### src/hdl/ddays_pkg.sv
// Shared types, constants and calendar tables for the date difference block.
// Used by the lane, the merge stage and the top level; depends on nothing.
package ddays_pkg;

  localparam int unsigned YEAR_W = 14;
  localparam int unsigned MONTH_W = 4;
  localparam int unsigned DAY_W = 5;
  localparam int unsigned NUM_W = 22;
  localparam int unsigned DIFF_W = 23;
  localparam int unsigned PROD_W = 27;

  // floor(x / 100) == (x * RECIP_100) >> RECIP_SHIFT for every 14-bit x.
  localparam logic [12:0] RECIP_100 = 13'd5243;
  localparam int unsigned RECIP_SHIFT = 19;
  localparam logic [YEAR_W-1:0] YEAR_MAX = 14'd9999;

  localparam logic [MONTH_W-1:0] MONTH_JAN = 4'd1;
  localparam logic [MONTH_W-1:0] MONTH_FEB = 4'd2;
  localparam logic [MONTH_W-1:0] MONTH_DEC = 4'd12;

  typedef struct packed {
    logic s1;
    logic s2;
  } ddays_en_t;

  typedef struct packed {
    logic             ok;
    logic [NUM_W-1:0] num;
  } ddays_lane_t;

  // Days in the months before month m of a common year.
  function automatic logic [8:0] cum_days(input logic [MONTH_W-1:0] m);
    logic [8:0] r;
    case (m)
      4'd1:    r = 9'd0;
      4'd2:    r = 9'd31;
      4'd3:    r = 9'd59;
      4'd4:    r = 9'd90;
      4'd5:    r = 9'd120;
      4'd6:    r = 9'd151;
      4'd7:    r = 9'd181;
      4'd8:    r = 9'd212;
      4'd9:    r = 9'd243;
      4'd10:   r = 9'd273;
      4'd11:   r = 9'd304;
      4'd12:   r = 9'd334;
      default: r = 9'd0;
    endcase
    return r;
  endfunction

  // Length of month m; zero for a month code that names no month.
  function automatic logic [DAY_W-1:0] month_len(input logic [MONTH_W-1:0] m,
                                                 input logic leap);
    logic [DAY_W-1:0] r;
    case (m)
      4'd2:                          r = leap ? 5'd29 : 5'd28;
      4'd4, 4'd6, 4'd9, 4'd11:       r = 5'd30;
      4'd1, 4'd3, 4'd5, 4'd7, 4'd8,
      4'd10, 4'd12:                  r = 5'd31;
      default:                       r = 5'd0;
    endcase
    return r;
  endfunction

endpackage

### src/hdl/date_difference_in_days.sv
// Throughput: one pair of dates per cycle unless the output holds back; the two lane
// register stages and the merge output register form a three-deep pipeline that
// stalls only when it is full and the output is held.
// Reset clears the stage valid bits only; the data registers are not reset.
// Top level of the date difference block; depends on ddays_pkg, ddays_lane, ddays_merge.
module date_difference_in_days
  import ddays_pkg::*;
(
  input  logic        clk_i,
  input  logic        rst_ni,
  input  logic        s_axis_tvalid_i,
  output logic        s_axis_tready_o,
  // Fields from bit 0 up: first_year[13:0], first_month[17:14], first_day[22:18],
  // second_year[36:23], second_month[40:37], second_day[45:41],
  // include_end_day[46], zero fill[47].
  input  logic [47:0] s_axis_tdata_i,
  output logic        m_axis_tvalid_o,
  input  logic        m_axis_tready_i,
  // Fields from bit 0 up: day_difference[22:0] (signed), date_error[23].
  output logic [23:0] m_axis_tdata_o
);

  // One valid bit per pipeline stage. A stage takes new data when it is
  // empty or when the stage after it is taking its data, so bubbles close
  // up and a new transfer is accepted while a result waits at the output.
  logic v1_q, v2_q, v3_q;
  logic rdy1, rdy2, rdy3;
  logic inc1_q, inc2_q;

  assign rdy3 = !v3_q || m_axis_tready_i;
  assign rdy2 = !v2_q || rdy3;
  assign rdy1 = !v1_q || rdy2;

  assign s_axis_tready_o = rdy1;
  assign m_axis_tvalid_o = v3_q;

  always_ff @(posedge clk_i or negedge rst_ni) begin
    if (!rst_ni) begin
      v1_q <= 1'b0;
      v2_q <= 1'b0;
      v3_q <= 1'b0;
    end else begin
      if (rdy1) v1_q <= s_axis_tvalid_i;
      if (rdy2) v2_q <= v1_q;
      if (rdy3) v3_q <= v2_q;
    end
  end

  // The end-day flag rides alongside the lanes to the merge stage.
  always_ff @(posedge clk_i) begin
    if (rdy1) inc1_q <= s_axis_tdata_i[46];
    if (rdy2) inc2_q <= inc1_q;
  end

  ddays_en_t   lane_en;
  ddays_lane_t first_res, second_res;

  assign lane_en.s1 = rdy1;
  assign lane_en.s2 = rdy2;

  // Each lane converts one of the two dates to a day number.
  ddays_lane u_lane_first (
    .clk_i   (clk_i),
    .en_i    (lane_en),
    .year_i  (s_axis_tdata_i[13:0]),
    .month_i (s_axis_tdata_i[17:14]),
    .day_i   (s_axis_tdata_i[22:18]),
    .res_o   (first_res)
  );

  ddays_lane u_lane_second (
    .clk_i   (clk_i),
    .en_i    (lane_en),
    .year_i  (s_axis_tdata_i[36:23]),
    .month_i (s_axis_tdata_i[40:37]),
    .day_i   (s_axis_tdata_i[45:41]),
    .res_o   (second_res)
  );

  logic [DIFF_W-1:0] diff;
  logic              err;

  // The merge stage combines the lanes and owns the output register.
  ddays_merge u_merge (
    .clk_i    (clk_i),
    .load_i   (rdy3),
    .first_i  (first_res),
    .second_i (second_res),
    .inc_i    (inc2_q),
    .diff_o   (diff),
    .err_o    (err)
  );

  assign m_axis_tdata_o = {err, diff};

`ifndef SYNTH
  // An invalid date always yields a zero count.
  assert property (@(posedge clk_i) disable iff (!rst_ni)
    (m_axis_tvalid_o && m_axis_tdata_o[23]) |-> (m_axis_tdata_o[22:0] == '0))
    else $error("date error with nonzero day difference");

  // The count stays inside the span of the supported calendar.
  assert property (@(posedge clk_i) disable iff (!rst_ni)
    m_axis_tvalid_o |-> ($signed(m_axis_tdata_o[22:0]) <= 23'sd3652059 &&
                         $signed(m_axis_tdata_o[22:0]) >= -23'sd3652059))
    else $error("day difference out of range");

  // The input only stalls when every stage is full and the output is held.
  assert property (@(posedge clk_i) disable iff (!rst_ni)
    !s_axis_tready_o |-> (v1_q && v2_q && v3_q && !m_axis_tready_i))
    else $error("input stalled with room in the pipeline");

  // A lane result that the merge stage takes shows up at the output next cycle.
  assert property (@(posedge clk_i) disable iff (!rst_ni)
    (v2_q && rdy3) |=> v3_q)
    else $error("lane result lost on its way to the output");
`endif

endmodule

### src/hdl/ddays_lane.sv
// One lane: turns a calendar date into an absolute day number and a validity flag.
// Two register stages; depends on ddays_pkg.
module ddays_lane
  import ddays_pkg::*;
(
  input  logic               clk_i,
  input  ddays_en_t          en_i,
  input  logic [YEAR_W-1:0]  year_i,
  input  logic [MONTH_W-1:0] month_i,
  input  logic [DAY_W-1:0]   day_i,
  output ddays_lane_t        res_o
);

  logic [YEAR_W-1:0]  year_q, prev_q;
  logic [MONTH_W-1:0] month_q;
  logic [DAY_W-1:0]   day_q;
  logic [PROD_W-1:0]  prod_y_q, prod_p_q;
  logic [DIFF_W-1:0]  p365_q;
  logic [YEAR_W-1:0]  prev_d;
  ddays_lane_t        res_d, res_q;

  assign prev_d = year_i - 14'd1;

  // Stage one: the constant multiplications.
  always_ff @(posedge clk_i) begin
    if (en_i.s1) begin
      year_q   <= year_i;
      prev_q   <= prev_d;
      month_q  <= month_i;
      day_q    <= day_i;
      prod_y_q <= PROD_W'(year_i) * PROD_W'(RECIP_100);
      prod_p_q <= PROD_W'(prev_d) * PROD_W'(RECIP_100);
      p365_q   <= DIFF_W'(prev_d) * DIFF_W'(365);
    end
  end

  logic [7:0]        q_y, q_p;
  logic              cent, leap;
  logic [8:0]        cum;
  logic [DAY_W-1:0]  mlen;
  logic [DIFF_W-1:0] sum;

  // Stage two: leap rule, validity and the day number sum.
  always_comb begin
    q_y  = prod_y_q[RECIP_SHIFT +: 8];
    q_p  = prod_p_q[RECIP_SHIFT +: 8];
    cent = (year_q == 14'({6'd0, q_y} * 14'd100));
    leap = (year_q[1:0] == 2'd0) && (!cent || (q_y[1:0] == 2'd0));
    mlen = month_len(month_q, leap);
    cum  = cum_days(month_q) + 9'((leap && (month_q > MONTH_FEB)) ? 1 : 0);
    sum  = p365_q + DIFF_W'(prev_q[YEAR_W-1:2]) - DIFF_W'(q_p) + DIFF_W'(q_p[7:2])
         + DIFF_W'(cum) + DIFF_W'(day_q);
    res_d.num = sum[NUM_W-1:0];
    res_d.ok  = (year_q != '0) && (year_q <= YEAR_MAX)
             && (month_q >= MONTH_JAN) && (month_q <= MONTH_DEC)
             && (day_q != '0) && (day_q <= mlen);
  end

  always_ff @(posedge clk_i) begin
    if (en_i.s2) begin
      res_q <= res_d;
    end
  end

  assign res_o = res_q;

endmodule

### src/hdl/ddays_merge.sv
// Merge stage: subtracts the two lane day numbers and applies the end-day flag.
// Holds the output register; depends on ddays_pkg.
module ddays_merge
  import ddays_pkg::*;
(
  input  logic              clk_i,
  input  logic              load_i,
  input  ddays_lane_t       first_i,
  input  ddays_lane_t       second_i,
  input  logic              inc_i,
  output logic [DIFF_W-1:0] diff_o,
  output logic              err_o
);

  logic [DIFF_W-1:0] diff_d, diff_q, adj;
  logic              err_d, err_q, fwd;

  always_comb begin
    fwd    = first_i.num <= second_i.num;
    // Going backward the magnitude grows by subtracting the flag.
    adj    = inc_i ? (fwd ? DIFF_W'(1) : '1) : '0;
    err_d  = !(first_i.ok && second_i.ok);
    diff_d = err_d ? '0
           : DIFF_W'(second_i.num) - DIFF_W'(first_i.num) + adj;
  end

  always_ff @(posedge clk_i) begin
    if (load_i) begin
      diff_q <= diff_d;
      err_q  <= err_d;
    end
  end

  assign diff_o = diff_q;
  assign err_o  = err_q;

endmodule
### config.mk
export PLATFORM = sky130hd
export DESIGN_NAME = date_difference_in_days
export DESIGN_NICKNAME = d
export VERILOG_FILES = /design/src/hdl/ddays_pkg.sv /design/src/hdl/date_difference_in_days.sv /design/src/hdl/ddays_lane.sv /design/src/hdl/ddays_merge.sv
export SDC_FILE = /design/constraint.sdc
export NUM_CORES = 2
export LEC_CHECK = 0
export BUFFER_PORTS_ARGS = -buffer_cell sky130_fd_sc_hd__buf_4
export CAP_MARGIN = 20
export CORE_MARGIN = 4
export CORE_UTILIZATION = 60
export CTS_CLUSTER_SIZE = 12
export DETAILED_ROUTE_END_ITERATION = 16
export GPL_TIMING_DRIVEN = 0
export PLACE_DENSITY = 0.77
export REMOVE_ABC_BUFFERS = 1
export SLEW_MARGIN = 20
export SYNTH_ARGS = -nofsm -noshare
export SYNTH_HDL_FRONTEND = slang
export SYNTH_SLANG_ARGS = --single-unit
### constraint.sdc
create_clock -name clk_i -period 10.7 [get_ports clk_i]
set_input_delay 0.535 -clock clk_i [delete_from_list [all_inputs] [get_ports clk_i]]
set_output_delay 0.535 -clock clk_i [all_outputs]
set_load 0.01 [all_outputs]
==> flow_summary.yaml <==
layout:
  multi_input_area_um2: 23500
  regArea_um2: 6980
  fillCellCount: 4195
  area_growth_pct: 7.70
  nets: 4466
  drive_above_1_share_pct: 4.83
logic_synthesis:
  syn_area_um2: 33500
  netlist_instances: 3164
  synth_edf_count: 218
  synth_async_sr_flop_share_pct: 1.26
  synth_area_leaders: "ha_1 (27%), fa_1 (25%), edfxtp_1 (20%)"
  synth_ff_type: "edfxtp_1"
  ys.warnings.count: 0
  synth_top_cell_by_area: "ha_1"
  synth_area_per_cell_um2: 10.6
  yosysUniqueCellTypes: 69
  synth_top_area_share_pct: 26.9
  synth_seq_area_share_pct: 20.8
  ys_seq_elements: 239
route:
  drt-total-wl_um: 67100
  drt_iter0_drc: 1057
  drc: 0
  drt-vias-per-instance: 5.39
  vias: 21796
  ant_nets: 0
  drt-wirelength-per-cell_um: 16.6
  first_pass_iters: 5
setup_path:
  cp_max_fo: 4
  crit_slowest_cell: "or4_1"
  rrSetupSlack_ns: 2.23
  cpPeakStageDelay_ns: 0.55
  startpoint_type: "flop"
  endpoint_kind: "flop"
  cp_common_cell: "ha_1"
  criticalPathCategory: "flop to flop"
  required_ns: 11.05
  crit_arrival_ns: 8.82
die:
  die_width_um: 244
  core_area_um2: 55200
  ioPinCount: 78
  start_util_pct: 60.8
  rows: 86
  die_area_um2: 59700
  die_h_um: 244
global_routing:
  grt_max_degree: 56
  grt_pass1_wl_um: 113000
  grt_pass1_vias: 23554
  grt-ovfl-total: 0
  antenna_found_initial: 2
  grtUsageTotal_pct: 23.0
clock_network:
  clk_latency_ns: 0.54
  clockBufferDepth: 3
  h-tree-depth: 1
  clk_pin_slew_ns: 0.05
  cts_sinks: 239
  cts_root_buffer: "clkbuf_16"
  post-cts-setup-buffers: 0
  cts_tree: "built"
  numCtsBuffers: 28
timing:
  setup_viol: 0
  clock_skew_ns: 0.0124
  max_slew.worst_pin.slew_ns: 1.11
  tns_ns: 0
  relSlewSlack_pct: 25.3
  drv_slew: 0
  fmax_ghz: 0.118
  final-hold-violation-count: 0
  rsz0062_at_grt: "false"
  finalCritPeriodShare_pct: 79.2
  period_minus_slack_ns: 8.47
flow_run:
  maxCapViolations: 0
placement:
  gp_congestion: 0.952
  dp.final_hpwl_um: 58100
  io_buffers: 76
outcome:
  status: "complete, no violations"
hold_path:
  hold_class: "primary input to flop"
[critical path, delay by kind of cell, from the launching register on]
family / cells / cell delay [ns]
buffers and inverters: 1 / 0.05
AO/OA/AOI/OAI: 12 / 2.90
flip-flops: 1 / 0.45
AND/OR/NAND/NOR: 4 / 0.86
XOR/XNOR: 3 / 0.63
adder cells (fa/ha/maj): 10 / 3.41
[placed cells by master, fill, tap and decap left out, types with 12 or more instances in the layout]
cell type | Yosys | routed
and3_1 | 16 | 16
ha_1 | 722 | 722
fa_1 | 418 | 418
o211ai_1 | 12 | 12
xor2_1 | 50 | 50
clkbuf_16 | 0 | 29
o21ai_0 | 62 | 62
nand2_1 | 85 | 84
nor2b_1 | 20 | 20
nand3_1 | 42 | 41
edfxtp_1 | 218 | 218
o21a_1 | 25 | 25
dfxtp_1 | 18 | 18
nor4_1 | 12 | 12
a21o_1 | 42 | 42
inv_1 | 830 | 830
a21oi_1 | 89 | 89
nor2_1 | 115 | 115
buf_4 | 1 | 79
nor3_1 | 42 | 42
a211oi_1 | 18 | 18
nand4_1 | 18 | 18
xnor2_1 | 147 | 138
nand2b_1 | 22 | 22
[routing by layer]
metal | global-route usage [%] | vias up | routed length, µm
met4 | 4.78 | 2 | 1500
met1 | 30.1 | 10782 | 28900
met3 | 3.30 | 110 | 2900
met2 | 41.1 | 419 | 33800
li1 | - | 10483 | -
met5 | 0 | - | 13
[sequential cells by signal, indices dropped and copies added (netlist names), 8 cells and up, named ones only]
signal,cells
u_lane_second.prod_y_q,9
u_lane_second.prev_q,12
u_lane_second.p365_q,22
u_lane_first.prev_q,12
u_lane_first.prod_p_q,8
u_lane_second.res_o,23
u_lane_first.prod_y_q,9
u_lane_second.year_q,13
u_lane_first.res_o,23
u_merge.diff_o,23
u_lane_second.prod_p_q,8
u_lane_first.year_q,13
u_lane_first.p365_q,22
[area by class of cell]
class,instances,area share (%)
multi-input cells,2090,65.1
flip-flops and latches,239,19.3
inverters,830,8.62
well taps,748,2.59
clock buffers,37,2.18
repair buffers,85,1.96
clock inverters,14,0.246
diodes,1,0.00693
[per-stage QoR]
stage               std cells  cell area [µm²]  utilization, %  hold WS [ns]  worst slack (ns)
floorplan                3159            33500               -         0.239              3.01
global placement         3983            35000            63.5         0.323              1.14
detailed placement       3991            35200            63.8         0.324              2.29
CTS                      4043            36100            65.4         0.140              2.24
global route             4043            36100            65.4         0.148              1.74
finish                   4044            36100            65.4         0.176              2.23
[final timing paths]
check / from / to / depth (start not counted)
max in group asynchronous: rst_ni / m_axis_tvalid_o$_DFFE_PN0P_ / 2
setup reg to reg: u_lane_first.prod_y_q[20]$_DFFE_PN_ / u_lane_first.res_o[21]$_DFFE_PP_ / 30
hold / removal: s_axis_tdata_i[46] / inc1_q$_DFFE_PN_ / 1
hold reg to reg: inc1_q$_DFFE_PN_ / inc2_q$_DFFE_PP_ / 0
min in group asynchronous: rst_ni / v2_q$_DFFE_PN0P_ / 2
setup / recovery: u_lane_first.prod_y_q[20]$_DFFE_PN_ / u_lane_first.res_o[21]$_DFFE_PP_ / 30
[cell families (layout without fill, tap and decap cells)]
| group | Yosys count | count (layout) | share of synthesized area [%] |
|---|---|---|---|
| XOR/XNOR | 197 | 197 | 5.14 |
| multiplexers | 11 | 11 | 0.336 |
| flip-flops | 239 | 239 | 20.8 |
| adder cells (fa/ha/maj) | 1140 | 1140 | 51.9 |
| AND/OR/NAND/NOR | 404 | 404 | 5.80 |
| AO/OA/AOI/OAI | 338 | 338 | 6.67 |
| buffers and inverters | 835 | 966 | 9.36 |
| other | 0 | 1 | 0 |
[what timing repair did]
action                     4_1_cts  5_1_grt
hold buffers                     1        0
setup endpoints to repair        0        0
hold endpoints to repair         3        0
gates resized for setup          0        0
[synth_stat cells, types with 25 or more instances]
cell type    n
a21o_1      42
a21oi_1     89
edfxtp_1   218
fa_1       418
ha_1       722
inv_1      830
nand2_1     85
nand3_1     42
nor2_1     115
nor3_1      42
o21a_1      25
o21ai_0     62
xnor2_1    147
xor2_1      50
Power is left out: the tool's default activity adds up to more than one toggle a clock period on the data nets, which glitch-free logic cannot reach.
